## src/hdl/key_adjusted_pwm_generator_top_assert.svh

```systemverilog
// Assertion macros for the key adjusted PWM generator.
// Used by the top level; expects i_clk and i_rst_n in the including scope.
`ifndef KEY_ADJUSTED_PWM_GENERATOR_TOP_ASSERT_SVH
`define KEY_ADJUSTED_PWM_GENERATOR_TOP_ASSERT_SVH

// The consequent must hold in the same cycle as the antecedent.
`define KAPG_ASSERT_NOW(label, ante, cons) \
    label: assert property (@(posedge i_clk) disable iff (!i_rst_n) (ante) |-> (cons)) \
        else $error("kapg assertion failed");

// The consequent must hold in the cycle after the antecedent.
`define KAPG_ASSERT_NEXT(label, ante, cons) \
    label: assert property (@(posedge i_clk) disable iff (!i_rst_n) (ante) |=> (cons)) \
        else $error("kapg assertion failed");

`endif

```

## src/hdl/kapg_pkg.sv

```systemverilog
// Shared types and constants of the key adjusted PWM generator.
// No dependencies; used by every module of the block.
package kapg_pkg;

    localparam int FREQ_W   = 4;
    localparam int DUTY_W   = 7;
    localparam int KEYS_W   = 4;
    localparam int TPS_W    = 27;
    localparam int TIME_W   = 32;
    localparam int NUM_W    = DUTY_W + TPS_W;
    localparam int DEN_W    = 11;
    localparam int DIV_CNT_W = 6;

    localparam int FREQ_RESET  = 1;
    localparam int DUTY_RESET  = 10;
    localparam int DUTY_STEP   = 7;
    localparam int DUTY_FULL   = 100;
    localparam int DUTY_TOP    = 99;
    localparam int DUTY_BOTTOM = 1;
    localparam int TPS_RESET   = 3000000;

    // First toggle time: the low time at the reset settings.
    localparam logic [TIME_W-1:0] NEXT_RESET =
        TIME_W'((DUTY_FULL - DUTY_RESET) * TPS_RESET / (DUTY_FULL * FREQ_RESET));

    localparam int QUEUE_DEPTH = 4;
    localparam int QPTR_W      = 2;
    localparam int QCNT_W      = 3;

    // Register index as decoded from paddr[2].
    localparam logic REG_TPS = 1'b0;

    typedef struct packed {
        logic [FREQ_W-1:0] freq;
        logic [DUTY_W-1:0] duty;
    } t_setting;

    typedef struct packed {
        logic full;
        logic empty;
    } t_q_stat;

    typedef enum logic [1:0] {
        S_CHECK,
        S_MUL,
        S_DIV,
        S_OUT
    } t_back_state;

endpackage

```

## src/hdl/kapg_front.sv

```systemverilog
// Front end: key edge detection and frequency / duty settings.
// Depends on kapg_pkg; feeds the settings queue.
module kapg_front #(
    parameter int MAX_FREQUENCY = 10
) (
    input  logic                          i_clk,
    input  logic                          i_rst_n,
    input  logic                          i_push,
    input  logic [kapg_pkg::KEYS_W-1:0]   i_keys,
    input  logic                          i_q_full,
    output logic                          o_q_wr,
    output kapg_pkg::t_setting            o_q_data
);

    logic [kapg_pkg::FREQ_W-1:0] r_freq, n_freq;
    logic [kapg_pkg::DUTY_W-1:0] r_duty, n_duty;
    logic [kapg_pkg::KEYS_W-1:0] r_prev_keys;
    logic [kapg_pkg::KEYS_W-1:0] w_rise;
    logic [kapg_pkg::FREQ_W:0]   w_f_inc;
    logic [kapg_pkg::DUTY_W:0]   w_d_inc;
    logic                        w_acc;

    assign w_acc = i_push && !i_q_full;

    // Edges apply in order: freq up, freq down, duty up, duty down.
    always_comb begin
        w_rise  = i_keys & ~r_prev_keys;
        w_f_inc = {1'b0, r_freq} + (kapg_pkg::FREQ_W+1)'(1);
        w_d_inc = {1'b0, r_duty} + (kapg_pkg::DUTY_W+1)'(kapg_pkg::DUTY_STEP);
        n_freq  = r_freq;
        n_duty  = r_duty;
        if (w_rise[0]) begin
            if (w_f_inc > (kapg_pkg::FREQ_W+1)'(MAX_FREQUENCY)) begin
                n_freq = kapg_pkg::FREQ_W'(MAX_FREQUENCY);
            end else begin
                n_freq = w_f_inc[kapg_pkg::FREQ_W-1:0];
            end
        end
        if (w_rise[1]) begin
            if (n_freq <= kapg_pkg::FREQ_W'(1)) begin
                n_freq = kapg_pkg::FREQ_W'(1);
            end else begin
                n_freq = n_freq - kapg_pkg::FREQ_W'(1);
            end
        end
        if (w_rise[2]) begin
            if (w_d_inc > (kapg_pkg::DUTY_W+1)'(kapg_pkg::DUTY_FULL)) begin
                n_duty = kapg_pkg::DUTY_W'(kapg_pkg::DUTY_TOP);
            end else begin
                n_duty = w_d_inc[kapg_pkg::DUTY_W-1:0];
            end
        end
        if (w_rise[3]) begin
            if (n_duty < kapg_pkg::DUTY_W'(kapg_pkg::DUTY_STEP)) begin
                n_duty = kapg_pkg::DUTY_W'(kapg_pkg::DUTY_BOTTOM);
            end else begin
                n_duty = n_duty - kapg_pkg::DUTY_W'(kapg_pkg::DUTY_STEP);
            end
        end
    end

    always_ff @(posedge i_clk) begin
        if (!i_rst_n) begin
            r_freq      <= kapg_pkg::FREQ_W'(kapg_pkg::FREQ_RESET);
            r_duty      <= kapg_pkg::DUTY_W'(kapg_pkg::DUTY_RESET);
            r_prev_keys <= '0;
        end else if (w_acc) begin
            r_freq      <= n_freq;
            r_duty      <= n_duty;
            r_prev_keys <= i_keys;
        end
    end

    assign o_q_wr        = w_acc;
    assign o_q_data.freq = n_freq;
    assign o_q_data.duty = n_duty;

endmodule

```

## src/hdl/kapg_fifo.sv

```systemverilog
// Short settings queue between the front end and the toggle engine.
// Depends on kapg_pkg.
module kapg_fifo (
    input  logic                i_clk,
    input  logic                i_rst_n,
    input  logic                i_wr,
    input  kapg_pkg::t_setting  i_wr_data,
    input  logic                i_rd,
    output kapg_pkg::t_setting  o_rd_data,
    output kapg_pkg::t_q_stat   o_stat
);

    kapg_pkg::t_setting            r_mem [kapg_pkg::QUEUE_DEPTH];
    logic [kapg_pkg::QPTR_W-1:0]   r_wr_ptr;
    logic [kapg_pkg::QPTR_W-1:0]   r_rd_ptr;
    logic [kapg_pkg::QCNT_W-1:0]   r_count;
    logic                          w_wr;
    logic                          w_rd;

    assign o_stat.full  = (r_count == kapg_pkg::QCNT_W'(kapg_pkg::QUEUE_DEPTH));
    assign o_stat.empty = (r_count == '0);
    assign w_wr = i_wr && !o_stat.full;
    assign w_rd = i_rd && !o_stat.empty;
    assign o_rd_data = r_mem[r_rd_ptr];

    always_ff @(posedge i_clk) begin
        if (w_wr) begin
            r_mem[r_wr_ptr] <= i_wr_data;
        end
    end

    always_ff @(posedge i_clk) begin
        if (!i_rst_n) begin
            r_wr_ptr <= '0;
            r_rd_ptr <= '0;
            r_count  <= '0;
        end else begin
            if (w_wr) begin
                r_wr_ptr <= r_wr_ptr + kapg_pkg::QPTR_W'(1);
            end
            if (w_rd) begin
                r_rd_ptr <= r_rd_ptr + kapg_pkg::QPTR_W'(1);
            end
            case ({w_wr, w_rd})
                2'b10:   r_count <= r_count + kapg_pkg::QCNT_W'(1);
                2'b01:   r_count <= r_count - kapg_pkg::QCNT_W'(1);
                default: r_count <= r_count;
            endcase
        end
    end

endmodule

```

## src/hdl/kapg_div.sv

```systemverilog
// Restoring divider, one quotient bit per cycle.
// Depends on kapg_pkg; used by the toggle engine for the span computation.
module kapg_div (
    input  logic                          i_clk,
    input  logic                          i_rst_n,
    input  logic                          i_start,
    input  logic [kapg_pkg::NUM_W-1:0]    i_num,
    input  logic [kapg_pkg::DEN_W-1:0]    i_den,
    output logic                          o_done,
    output logic [kapg_pkg::TIME_W-1:0]   o_quo
);

    logic [kapg_pkg::NUM_W-1:0]     r_q;
    logic [kapg_pkg::DEN_W-1:0]     r_rem;
    logic [kapg_pkg::DEN_W-1:0]     r_den;
    logic [kapg_pkg::DIV_CNT_W-1:0] r_cnt;
    logic                           r_busy;
    logic                           r_done;
    logic [kapg_pkg::DEN_W:0]       w_sh;
    logic [kapg_pkg::DEN_W:0]       w_diff;
    logic                           w_ge;

    // The remainder stays below the divisor, so the shifted value fits DEN_W+1 bits.
    always_comb begin
        w_sh   = {r_rem, r_q[kapg_pkg::NUM_W-1]};
        w_diff = w_sh - {1'b0, r_den};
        w_ge   = (w_sh >= {1'b0, r_den});
    end

    always_ff @(posedge i_clk) begin
        if (i_start) begin
            r_q   <= i_num;
            r_rem <= '0;
            r_den <= i_den;
        end else if (r_busy) begin
            r_rem <= w_ge ? w_diff[kapg_pkg::DEN_W-1:0] : w_sh[kapg_pkg::DEN_W-1:0];
            r_q   <= {r_q[kapg_pkg::NUM_W-2:0], w_ge};
        end
    end

    always_ff @(posedge i_clk) begin
        if (!i_rst_n) begin
            r_busy <= 1'b0;
            r_done <= 1'b0;
            r_cnt  <= '0;
        end else if (i_start) begin
            r_busy <= 1'b1;
            r_done <= 1'b0;
            r_cnt  <= kapg_pkg::DIV_CNT_W'(kapg_pkg::NUM_W);
        end else if (r_busy) begin
            r_cnt  <= r_cnt - kapg_pkg::DIV_CNT_W'(1);
            r_busy <= (r_cnt != kapg_pkg::DIV_CNT_W'(1));
            r_done <= (r_cnt == kapg_pkg::DIV_CNT_W'(1));
        end else begin
            r_done <= 1'b0;
        end
    end

    assign o_done = r_done;
    assign o_quo  = r_q[kapg_pkg::TIME_W-1:0];

endmodule

```

## src/hdl/kapg_back.sv

```systemverilog
// Toggle engine: tick counter, toggle compare, span computation, result register.
// Depends on kapg_pkg and kapg_div; reads settings from kapg_fifo.
module kapg_back (
    input  logic                          i_clk,
    input  logic                          i_rst_n,
    input  kapg_pkg::t_setting            i_q_data,
    input  kapg_pkg::t_q_stat             i_q_stat,
    output logic                          o_q_rd,
    input  logic [kapg_pkg::TPS_W-1:0]    i_tps,
    input  logic                          i_pop,
    output logic                          o_empty,
    output logic                          o_pin_level,
    output logic [kapg_pkg::FREQ_W-1:0]   o_frequency_hz,
    output logic [kapg_pkg::DUTY_W-1:0]   o_duty_hundredths
);

    kapg_pkg::t_back_state          r_state, n_state;
    logic [kapg_pkg::TIME_W-1:0]    r_tick;
    logic [kapg_pkg::TIME_W-1:0]    r_next;
    logic                           r_level;
    logic [kapg_pkg::FREQ_W-1:0]    r_freq;
    logic [kapg_pkg::DUTY_W-1:0]    r_duty;
    logic                           r_out_vld;
    logic                           r_out_level;
    logic [kapg_pkg::FREQ_W-1:0]    r_out_freq;
    logic [kapg_pkg::DUTY_W-1:0]    r_out_duty;

    logic [kapg_pkg::TIME_W-1:0]    w_diff;
    logic                           w_toggle;
    logic                           w_have;
    logic                           w_out_free;
    logic                           w_load_out;
    logic                           w_div_start;
    logic [kapg_pkg::DUTY_W-1:0]    w_h;
    logic [kapg_pkg::FREQ_W-1:0]    w_f_eff;
    logic [kapg_pkg::NUM_W-1:0]     w_prod;
    logic [kapg_pkg::DEN_W-1:0]     w_den;
    logic                           w_div_done;
    logic [kapg_pkg::TIME_W-1:0]    w_quo;

    always_comb begin
        w_diff     = r_tick - r_next;
        w_toggle   = (w_diff != '0) && !w_diff[kapg_pkg::TIME_W-1];
        w_have     = !i_q_stat.empty;
        w_out_free = !r_out_vld || i_pop;
    end

    // A low pin needs the high time next, a high pin the low time.
    always_comb begin
        if (!r_level) begin
            w_h = r_duty;
        end else if (r_duty > kapg_pkg::DUTY_W'(kapg_pkg::DUTY_FULL)) begin
            w_h = '0;
        end else begin
            w_h = kapg_pkg::DUTY_W'(kapg_pkg::DUTY_FULL) - r_duty;
        end
        w_f_eff = (r_freq == '0) ? kapg_pkg::FREQ_W'(1) : r_freq;
        w_prod  = kapg_pkg::NUM_W'(w_h) * kapg_pkg::NUM_W'(i_tps);
        w_den   = kapg_pkg::DEN_W'(w_f_eff) * kapg_pkg::DEN_W'(kapg_pkg::DUTY_FULL);
    end

    always_comb begin
        n_state = r_state;
        unique case (r_state)
            kapg_pkg::S_CHECK: begin
                if (w_have && w_toggle) begin
                    n_state = kapg_pkg::S_MUL;
                end
            end
            kapg_pkg::S_MUL: begin
                n_state = kapg_pkg::S_DIV;
            end
            kapg_pkg::S_DIV: begin
                if (w_div_done) begin
                    n_state = kapg_pkg::S_OUT;
                end
            end
            kapg_pkg::S_OUT: begin
                if (w_out_free) begin
                    n_state = kapg_pkg::S_CHECK;
                end
            end
            default: n_state = kapg_pkg::S_CHECK;
        endcase
    end

    always_comb begin
        o_q_rd      = 1'b0;
        w_load_out  = 1'b0;
        w_div_start = 1'b0;
        unique case (r_state)
            kapg_pkg::S_CHECK: begin
                o_q_rd     = w_have && (w_toggle || w_out_free);
                w_load_out = w_have && !w_toggle && w_out_free;
            end
            kapg_pkg::S_MUL: begin
                w_div_start = 1'b1;
            end
            kapg_pkg::S_DIV: begin
                w_load_out = 1'b0;
            end
            kapg_pkg::S_OUT: begin
                w_load_out = w_out_free;
            end
            default: begin
                o_q_rd = 1'b0;
            end
        endcase
    end

    kapg_div u_div (
        .i_clk   (i_clk),
        .i_rst_n (i_rst_n),
        .i_start (w_div_start),
        .i_num   (w_prod),
        .i_den   (w_den),
        .o_done  (w_div_done),
        .o_quo   (w_quo)
    );

    always_ff @(posedge i_clk) begin
        if (o_q_rd) begin
            r_freq <= i_q_data.freq;
            r_duty <= i_q_data.duty;
        end
        if (w_load_out) begin
            r_out_level <= r_level;
            if (r_state == kapg_pkg::S_CHECK) begin
                r_out_freq <= i_q_data.freq;
                r_out_duty <= i_q_data.duty;
            end else begin
                r_out_freq <= r_freq;
                r_out_duty <= r_duty;
            end
        end
    end

    always_ff @(posedge i_clk) begin
        if (!i_rst_n) begin
            r_state   <= kapg_pkg::S_CHECK;
            r_tick    <= '0;
            r_next    <= kapg_pkg::NEXT_RESET;
            r_level   <= 1'b0;
            r_out_vld <= 1'b0;
        end else begin
            r_state <= n_state;
            if (o_q_rd) begin
                r_tick <= r_tick + kapg_pkg::TIME_W'(1);
            end
            if ((r_state == kapg_pkg::S_DIV) && w_div_done) begin
                r_next  <= r_next + w_quo;
                r_level <= !r_level;
            end
            if (w_load_out) begin
                r_out_vld <= 1'b1;
            end else if (i_pop) begin
                r_out_vld <= 1'b0;
            end
        end
    end

    assign o_empty           = !r_out_vld;
    assign o_pin_level       = r_out_level;
    assign o_frequency_hz    = r_out_freq;
    assign o_duty_hundredths = r_out_duty;

endmodule

```

## src/hdl/key_adjusted_pwm_generator_top.sv

```systemverilog
// Key adjusted PWM generator: configuration port, front end, queue, toggle engine.
// Depends on kapg_pkg, kapg_front, kapg_fifo, kapg_back and the assertion header.
//
// Usage: every transaction on the input queue port (push/full) is one timer tick
// carrying four key levels. Each tick yields exactly one transaction on the
// result queue port (empty/pop): pin level, frequency and duty after that tick.
// The APB port holds ticks_per_second at address 0; write it only while idle.
// A tick that does not toggle the pin is popped from the queue and loaded into
// the result register at the same edge. A tick that toggles the pin passes
// through the toggle engine: span product, then the one-bit-per-cycle divider
// (34 quotient bits and its done flag), then the result load. Throughput is one
// tick per cycle between toggles while the receiver pops; the divider sets
// the cost of each toggle. A four-entry queue lets the front end keep taking
// ticks while the divider runs. Reset (synchronous) restores 1 Hz, duty 10, tick
// count zero, pin low and the first toggle time; both queues come out empty.
// When the receiver stalls, the result register holds, then the queue fills and
// full rises.
module key_adjusted_pwm_generator_top #(
    parameter int MAX_FREQUENCY = 10
) (
    input  logic                          i_clk,
    input  logic                          i_rst_n,
    input  logic                          push,
    output logic                          full,
    input  logic [kapg_pkg::KEYS_W-1:0]   i_keys,
    output logic                          empty,
    input  logic                          pop,
    output logic                          o_pin_level,
    output logic [kapg_pkg::FREQ_W-1:0]   o_frequency_hz,
    output logic [kapg_pkg::DUTY_W-1:0]   o_duty_hundredths,
    input  logic                          psel,
    input  logic                          penable,
    input  logic                          pwrite,
    input  logic [2:0]                    paddr,
    input  logic [31:0]                   pwdata,
    output logic [31:0]                   prdata,
    output logic                          pready
);

    logic [kapg_pkg::TPS_W-1:0] r_tps;
    logic                       w_cfg_wr;
    logic                       w_q_wr;
    logic                       w_q_rd;
    kapg_pkg::t_setting         w_q_wdata;
    kapg_pkg::t_setting         w_q_rdata;
    kapg_pkg::t_q_stat          w_q_stat;
    logic                       w_freq_ok;
    logic                       w_duty_ok;

    assign pready   = 1'b1;
    assign w_cfg_wr = psel && penable && pwrite && pready && (paddr[2] == kapg_pkg::REG_TPS);

    always_ff @(posedge i_clk) begin
        if (!i_rst_n) begin
            r_tps <= kapg_pkg::TPS_W'(kapg_pkg::TPS_RESET);
        end else if (w_cfg_wr) begin
            r_tps <= pwdata[kapg_pkg::TPS_W-1:0];
        end
    end

    always_comb begin
        if (paddr[2] == kapg_pkg::REG_TPS) begin
            prdata = 32'(r_tps);
        end else begin
            prdata = '0;
        end
    end

    assign full = w_q_stat.full;

    kapg_front #(
        .MAX_FREQUENCY (MAX_FREQUENCY)
    ) u_front (
        .i_clk    (i_clk),
        .i_rst_n  (i_rst_n),
        .i_push   (push),
        .i_keys   (i_keys),
        .i_q_full (w_q_stat.full),
        .o_q_wr   (w_q_wr),
        .o_q_data (w_q_wdata)
    );

    kapg_fifo u_fifo (
        .i_clk     (i_clk),
        .i_rst_n   (i_rst_n),
        .i_wr      (w_q_wr),
        .i_wr_data (w_q_wdata),
        .i_rd      (w_q_rd),
        .o_rd_data (w_q_rdata),
        .o_stat    (w_q_stat)
    );

    kapg_back u_back (
        .i_clk             (i_clk),
        .i_rst_n           (i_rst_n),
        .i_q_data          (w_q_rdata),
        .i_q_stat          (w_q_stat),
        .o_q_rd            (w_q_rd),
        .i_tps             (r_tps),
        .i_pop             (pop),
        .o_empty           (empty),
        .o_pin_level       (o_pin_level),
        .o_frequency_hz    (o_frequency_hz),
        .o_duty_hundredths (o_duty_hundredths)
    );

    assign w_freq_ok = (o_frequency_hz >= kapg_pkg::FREQ_W'(1)) &&
                       (o_frequency_hz <= kapg_pkg::FREQ_W'(MAX_FREQUENCY));
    assign w_duty_ok = (o_duty_hundredths >= kapg_pkg::DUTY_W'(kapg_pkg::DUTY_BOTTOM)) &&
                       (o_duty_hundredths <= kapg_pkg::DUTY_W'(kapg_pkg::DUTY_TOP));

`include "key_adjusted_pwm_generator_top_assert.svh"

    // An accepted tick always leaves at least one entry in the settings queue.
    `KAPG_ASSERT_NEXT(a_queue_filled, push && !full, !w_q_stat.empty)
    `KAPG_ASSERT_NOW(a_freq_range, !empty, w_freq_ok)
    `KAPG_ASSERT_NOW(a_duty_range, !empty, w_duty_ok)

endmodule

```

## config.mk

```make
export PLATFORM = sky130hd
export DESIGN_NAME = key_adjusted_pwm_generator_top
export DESIGN_NICKNAME = d
export VERILOG_FILES = /design/src/hdl/kapg_pkg.sv /design/src/hdl/kapg_front.sv /design/src/hdl/kapg_fifo.sv /design/src/hdl/kapg_div.sv /design/src/hdl/kapg_back.sv /design/src/hdl/key_adjusted_pwm_generator_top.sv
export VERILOG_INCLUDE_DIRS = /design/src /design/src/hdl
export SDC_FILE = /design/constraint.sdc
export NUM_CORES = 1
export LEC_CHECK = 0
export BUFFER_PORTS_ARGS = -buffer_cell sky130_fd_sc_hd__buf_2
export CORE_MARGIN = 5
export CORE_UTILIZATION = 54
export DETAILED_ROUTE_END_ITERATION = 8
export PLACE_DENSITY = 0.75
export SYNTH_ARGS = -nofsm -noshare
export SYNTH_HDL_FRONTEND = slang
export SYNTH_HIERARCHICAL = 1
export SYNTH_SLANG_ARGS = --single-unit
```

## constraint.sdc

```tcl
create_clock -name i_clk -period 10.8 [get_ports i_clk]
set_input_delay 1.08 -clock i_clk [delete_from_list [all_inputs] [get_ports i_clk]]
set_output_delay 1.08 -clock i_clk [all_outputs]
set_load 0.02 [all_outputs]
```

-- Yosys cells after proc, flatten, opt, wreduce, memory -nomap -nowiden
Memory sizes are Yosys's and may differ from the RTL's. A register that Yosys moved wholly into a read port is not among the register bits.
Index checks and enable logic that the tools add are counted.
- register bits: 202
- bits in latches: 0
- bits in writable memories: 44
- memory bits (read-only): 0
- input port bits: 46
- output and inout bits: 47
- logic and storage cells: 128
- memories: 1
- memory list (name ; words ; width ; read ports ; clocked after memory_dff ; wr ports ; RTL line ; RTL):
    u_fifo.r_mem ; 4 ; 11 ; 1 ; 1 ; 1 ; kapg_fifo.sv:13 ; kapg_pkg::t_setting r_mem [kapg_pkg::QUEUE_DEPTH];
- add/sub/neg operators: 14
- $mul: 2
- div/mod/pow operators: 0
- magnitude comparators: 6
- equality and inequality tests: 11
- shifts and indexed selects: 0
- muxes and demuxes: 35
- bitwise logic cells: 5
- reduce and logical (&&, ||, !) cells: 30
- operators by type and width (operator ; number):
    34-bit two-way mux ; 2
    7-bit two-way mux ; 7
    7-bit by 27-bit multiplier with 34-bit output ; 1
    32-bit by 1-bit adder with 32-bit output (second input constant) ; 1
    32-bit adder ; 1
    32-bit nonzero test ; 1
    32-bit subtractor ; 1
    27-bit two-way mux ; 1
    4-bit two-way mux ; 6
    12-bit by 11-bit greater-or-equal comparator with 1-bit output ; 1
    1-bit logical AND ; 12
    6-bit two-way mux ; 2
    11-bit two-way mux ; 1
    11-bit subtractor ; 1
    2-bit two-way mux ; 5
    4-bit by 5-bit multiplier with 9-bit output (second input constant) ; 1
    7-bit by 3-bit adder with 8-bit output (second input constant) ; 1
    8-bit by 7-bit > comparator with 1-bit output (second input constant) ; 1
    1-bit two-way mux ; 8
    2-bit one-hot mux with 4 select lines ; 1
    7-bit > comparator (second input constant) ; 1
    7-bit by 3-bit less-than comparator with 1-bit output (second input constant) ; 1
    7-bit by 3-bit subtractor with 7-bit output (second input constant) ; 1
    7-bit subtractor (first input constant) ; 1
    29 further kinds ; 44

-- Depth between registers and ports, before layout
- depth after elaboration: 9
- depth in mapped cells: 30
- mapped depth without buffers: 29

-- By module
Netlist, hierarchy kept.
- by module, submodules not included (module ; times used ; cells an instance ; area each (um2)):
    kapg_back ; 1 ; 1639 ; 13487.9
    kapg_div ; 1 ; 283 ; 3373.2
    kapg_fifo ; 1 ; 111 ; 2079.5
    kapg_front ; 1 ; 225 ; 1625.3
    key_adjusted_pwm_generator_top ; 1 ; 155 ; 1393.8

-- Worst setup path after synthesis
OpenSTA, ideal clock, no wires.
- path type: register to register
- start: reg u_back/r_duty[0] (netlist name)
- end: reg u_back/u_div/r_q[33] (netlist name), data pin
- library setup time: 0.260 ns
- arrival time: 6.594 ns
- data required time: 10.540 ns
- path slack: 3.947 ns
- stages on the path, launching flop included: 30
- path buffers: 1
- clock period less this slack: 6.853 ns
- path through: edfxtp_1 -> inv_1 -> ha_1 -> nor2b_1 -> o31ai_1 -> o41ai_1 -> nand2_1 -> o21ai_1 -> clkbuf_1 -> and2_1 -> fa_1 -> fa_1 -> fa_1 -> inv_1 -> fa_1 -> inv_1 -> ha_1 -> a21o_1 -> a21o_1 -> a21oi_1 -> a21boi_0 -> a21oi_1 -> a31oi_1 -> o21ai_0 -> a21oi_1 -> o2111ai_1 -> a31o_2 -> a21oi_1 -> xnor2_1 -> mux2_2
- word-level cells in the longest chain between the ends: 5
- elaborated cells on any way between the ends: 6
- those cells by class: 1 x add/sub; 1 x mul; 1 x order compare; 3 x mux
- RTL lines (element ; RTL line ; RTL):
    start: declaration ; kapg_back.sv:22 ; logic [kapg_pkg::DUTY_W-1:0] r_duty;
    start signal: assignment ; kapg_back.sv:124 ; r_duty <= i_q_data.duty;
    7-bit subtractor / 7-bit > comparator (equally long branches) ; kapg_back.sv:55, kapg_back.sv:52 ;
    7-bit two-way mux ; kapg_back.sv:52 ; end else if (r_duty > kapg_pkg::DUTY_W'(kapg_pkg::DUTY_FULL)) begin
    7-bit two-way mux (*) ; kapg_back.sv:50 ; if (!r_level) begin
    7-bit by 27-bit multiplier with 34-bit output (*) ; kapg_back.sv:58 ; w_prod = kapg_pkg::NUM_W'(w_h) * kapg_pkg::NUM_W'(i_tps);
    net u_back.w_prod (one bit) ; kapg_back.sv:36 ; logic [kapg_pkg::NUM_W-1:0] w_prod;
    34-bit two-way mux (*) ; kapg_div.sv:31 ; if (i_start) begin
    end signal: assignment ; kapg_div.sv:32 ; r_q <= i_num;
    end signal: assignment ; kapg_div.sv:37 ; r_q <= {r_q[kapg_pkg::NUM_W-2:0], w_ge};
    end: declaration ; kapg_div.sv:13 ; logic [kapg_pkg::NUM_W-1:0] r_q;
The timed path passes the listed nets; every way through them passes the cells marked *.
A chain may end at the register's enable or synchronous reset.

-- Final worst setup path
- start: reg u_back/r_duty[1] (netlist name)
- end: reg u_back/u_div/r_q[33] (netlist name), data pin
Same word-level chain as after synthesis.

==> impl_metrics.toml <==
[critical_path]
max_stage_delay_ps = 550
critPathKind = "reg2reg"
reg2reg_from = "u_back/r_duty[1]"
reg2reg_depth = 29
crit_slowest_cell = "fa_1"
crit_family = "compound AO/OA/AOI/OAI gates"
crit_path_start_kind = "register"
cp_max_fo = 27
crit_required_ps = 11100
crit_cells = 29
critical_path_buf_inv_count = 4
end_kind = "register"
critPathArrivalTime_ps = 7840
r2r_end = "u_back/u_div/r_q[33]"
r2r_slack_ps = 3260
crit_end = "u_back/u_div/r_q[33]"
startpoint = "u_back/r_duty[1]"

[die]
fp-row-count = 73
start_util_pct = 54.9
core_area_mm2 = 0.0400
pin_count = 93
die-area_mm2 = 0.0448
fp.dieH_um = 212
die_w_um = 212

[logic_synthesis]
synth.area.mux_share_pct = 5.70
synth_top_family_by_area = "adder cells"
synth.area.top_cells = "edfxtp_1, dfxtp_1, fa_1"
synth-edff-count = 112
synth_seq_area_share_pct = 27.9
synthArstFlopShare_pct = 0
synth.top_cell.area_share_pct = 15.3
yosys.area.top_type = "edfxtp_1"
synth_cells = 2413
syn_avg_cell_area_um2 = 9.10
synthXorXnorAreaFrac_pct = 3.99
yosys.area_share.simple_pct = 20.0
yosys.cell_types.count = 107
ys_warn_count = 6
synthesis.area_mm2 = 0.0220
ys.flop_type = "dfxtp_1"
synth_compound_area_share_pct = 14.4
yosys.area_share.adder_pct = 20.6
synth_seq_cells = 250

[route]
vias_per_cell = 5.75
wl_per_cell_um = 16.7
drcViolationCount = 0
drtIter0Drc = 1016
antenna_left = 0
vias = 17000
routed_wl_um = 49500
first_pass_iters = 8

[placed_design]
io_buffer_count = 79
hpwlAfterDp_um = 37200
globalplace.congestion = 0.948

[cells_and_area]
fill_cells = 3408
n_antenna_cell = 0
layout.nets = 2741
drive_above_1_share_pct = 9.95
area_growth_pct = 6.43

[sta]
rsz0062_at_grt = "false"
hold_violations = 0
worst_slew_pin_slew_ps = 1060
finalCritPeriodShare_pct = 69.8
fin_setup_tns_ps = 0
max_freq_ghz = 0.133
timing.final.max_slew_violations = 0
period_needed_ps = 7540
setup-violations-final = 0
clock_skew_ps = 11.9
max_slew_margin_pct = 29.6

[clock_tree]
clockRootBuffer = "clkbuf_16"
postCtsHoldBufs = 0
clk_pin_slew_ps = 70
cts_tree = "yes"
clock_path_buffers = 3
cts_resized = 0
h-tree-depth = 1
cts_num_sinks = 250
insertion_delay_ps = 560
cts_setup_buffers = 0
cts_made_buffers = 28

[grt]
antenna_found_initial = 0
grt_usage_pct = 21.9
grt_max_degree = 72
grt_pass1_vias = 16900
grt_pass1_wl_um = 83300
overflow = 0

[status]
run_status = "completed"

[run]
maxCapViolations = 0

[worst_hold_path]
hold_path_class = "reg2reg"
==> stage by stage <==
stage          hold slack, ps  setup WS, ps  instances  util, %  cell area [um^2]
5_1_grt                   497          2700       2958     58.4             23400
3_5_place_dp              477          3350       2906     56.0             22400
2_1_floorplan             406          3950       2418        -             22000
3_3_place_gp              462          3430       2906     56.0             22400
4_1_cts                   484          3270       2958     58.4             23400
6_report                  481          3260       2958     58.4             23400
==> cells by family after synthesis <==
group                    Yosys count
AND/OR/NAND/NOR                  844
AO/OA/AOI/OAI                    464
buffers and inverters            362
adder cells (fa/ha/maj)          284
flip-flops                       250
multiplexers                     106
XOR/XNOR                         100
other                              3
==> cells in the final DEF, fill, tap and decap left out, drive strengths merged, types with 20 or more instances in the layout <==
| master | n |
|---|---|
| xnor2 | 72 |
| nor3 | 32 |
| nor2 | 112 |
| a21oi | 127 |
| and2 | 155 |
| fa | 129 |
| o211ai | 26 |
| edfxtp | 112 |
| mux2i | 52 |
| dfxtp | 138 |
| o21ai | 83 |
| nand2 | 270 |
| nand3 | 43 |
| inv | 232 |
| xor2 | 28 |
| buf | 93 |
| clkbuf | 38 |
| mux2 | 43 |
| nand4 | 29 |
| nor2b | 61 |
| o21a | 20 |
| ha | 155 |
| a21o | 32 |
| and3 | 24 |
| nand2b | 32 |
==> Yosys cell counts, types with 15 or more instances <==
master    instances
inv_1           226
clkbuf_1         68
nor2_1          112
o211ai_1         24
nand2b_1         31
nor2b_1          61
nand2_1         270
buf_4            38
a21o_1           32
xor2_1           28
nand4_1          29
a21oi_1         123
fa_1            129
nor3_1           31
o21bai_1         18
o31ai_1          15
mux2i_1          52
dfxtp_1         138
ha_1            155
a211oi_1         17
mux2_2           43
o21ai_0          77
nand3_1          42
and2_1          155
edfxtp_1        112
and3_1           24
xnor2_1          72
o21a_1           19
==> per-layer routing <==
layer / share of wire, % / wire length, um / vias to the layer above / global-route usage (%)
li1: - / - / 8305 / -
met1: 45 / 22100 / 8192 / 29.5
met2: 49 / 24200 / 473 / 38.4
met3: 4.8 / 2370 / 53 / 2.07
met4: 1.8 / 883 / 0 / 5.06
met5: 0 / 0 / - / 0
==> sequential cells by signal (all words and copies together), names as in the netlist, 6 cells and up, named ones only <==
name / cells
u_fifo/r_mem: 44
u_back/o_duty_hundredths: 7
u_back/u_div/r_rem: 11
u_back/u_div/r_cnt: 6
u_front/r_duty: 7
u_back/r_duty: 7
u_back/u_div/r_q: 34
u_back/r_tick: 32
r_tps: 27
u_back/u_div/r_den: 11
u_back/r_next: 32
==> area by class of cell <==
class / instances / area, um^2 / share of cell area [%]
clock buffers: 38 / 800 / 3.42
inverters: 232 / 871 / 3.73
multi-input cells: 1806 / 14200 / 60.9
well taps: 525 / 657 / 2.81
flip-flops and latches: 250 / 6130 / 26.2
clock inverters: 14 / 175 / 0.750
repair buffers: 93 / 503 / 2.15
==> worst min-delay path by stage <==
| stage | to | slack, ps | cells past startpoint | startpoint |
|---|---|---|---|---|
| final | u_front/r_prev_keys[2] | 480 | 2 | u_front/r_prev_keys[2] |
| after global routing | u_back/r_next[11] | 500 | 2 | u_back/r_next[11] |
| after CTS | u_front/r_prev_keys[2] | 480 | 2 | u_front/r_prev_keys[2] |
| after floorplan | u_back/o_pin_level | 410 | 0 | u_back/r_level |
| after global placement | u_front/r_prev_keys[3] | 460 | 2 | u_front/r_prev_keys[3] |
| after detailed placement | u_front/r_prev_keys[2] | 480 | 2 | u_front/r_prev_keys[2] |
==> tightest hold or removal path, cell delays in order, from the launching register on <==
cell and delay (ps):
dfxtp_1 320, nand2_1 50, a21boi_0 70
Power is left out: the tool's default activity adds up to more than one toggle a clock period on the data nets, which glitch-free logic cannot reach.
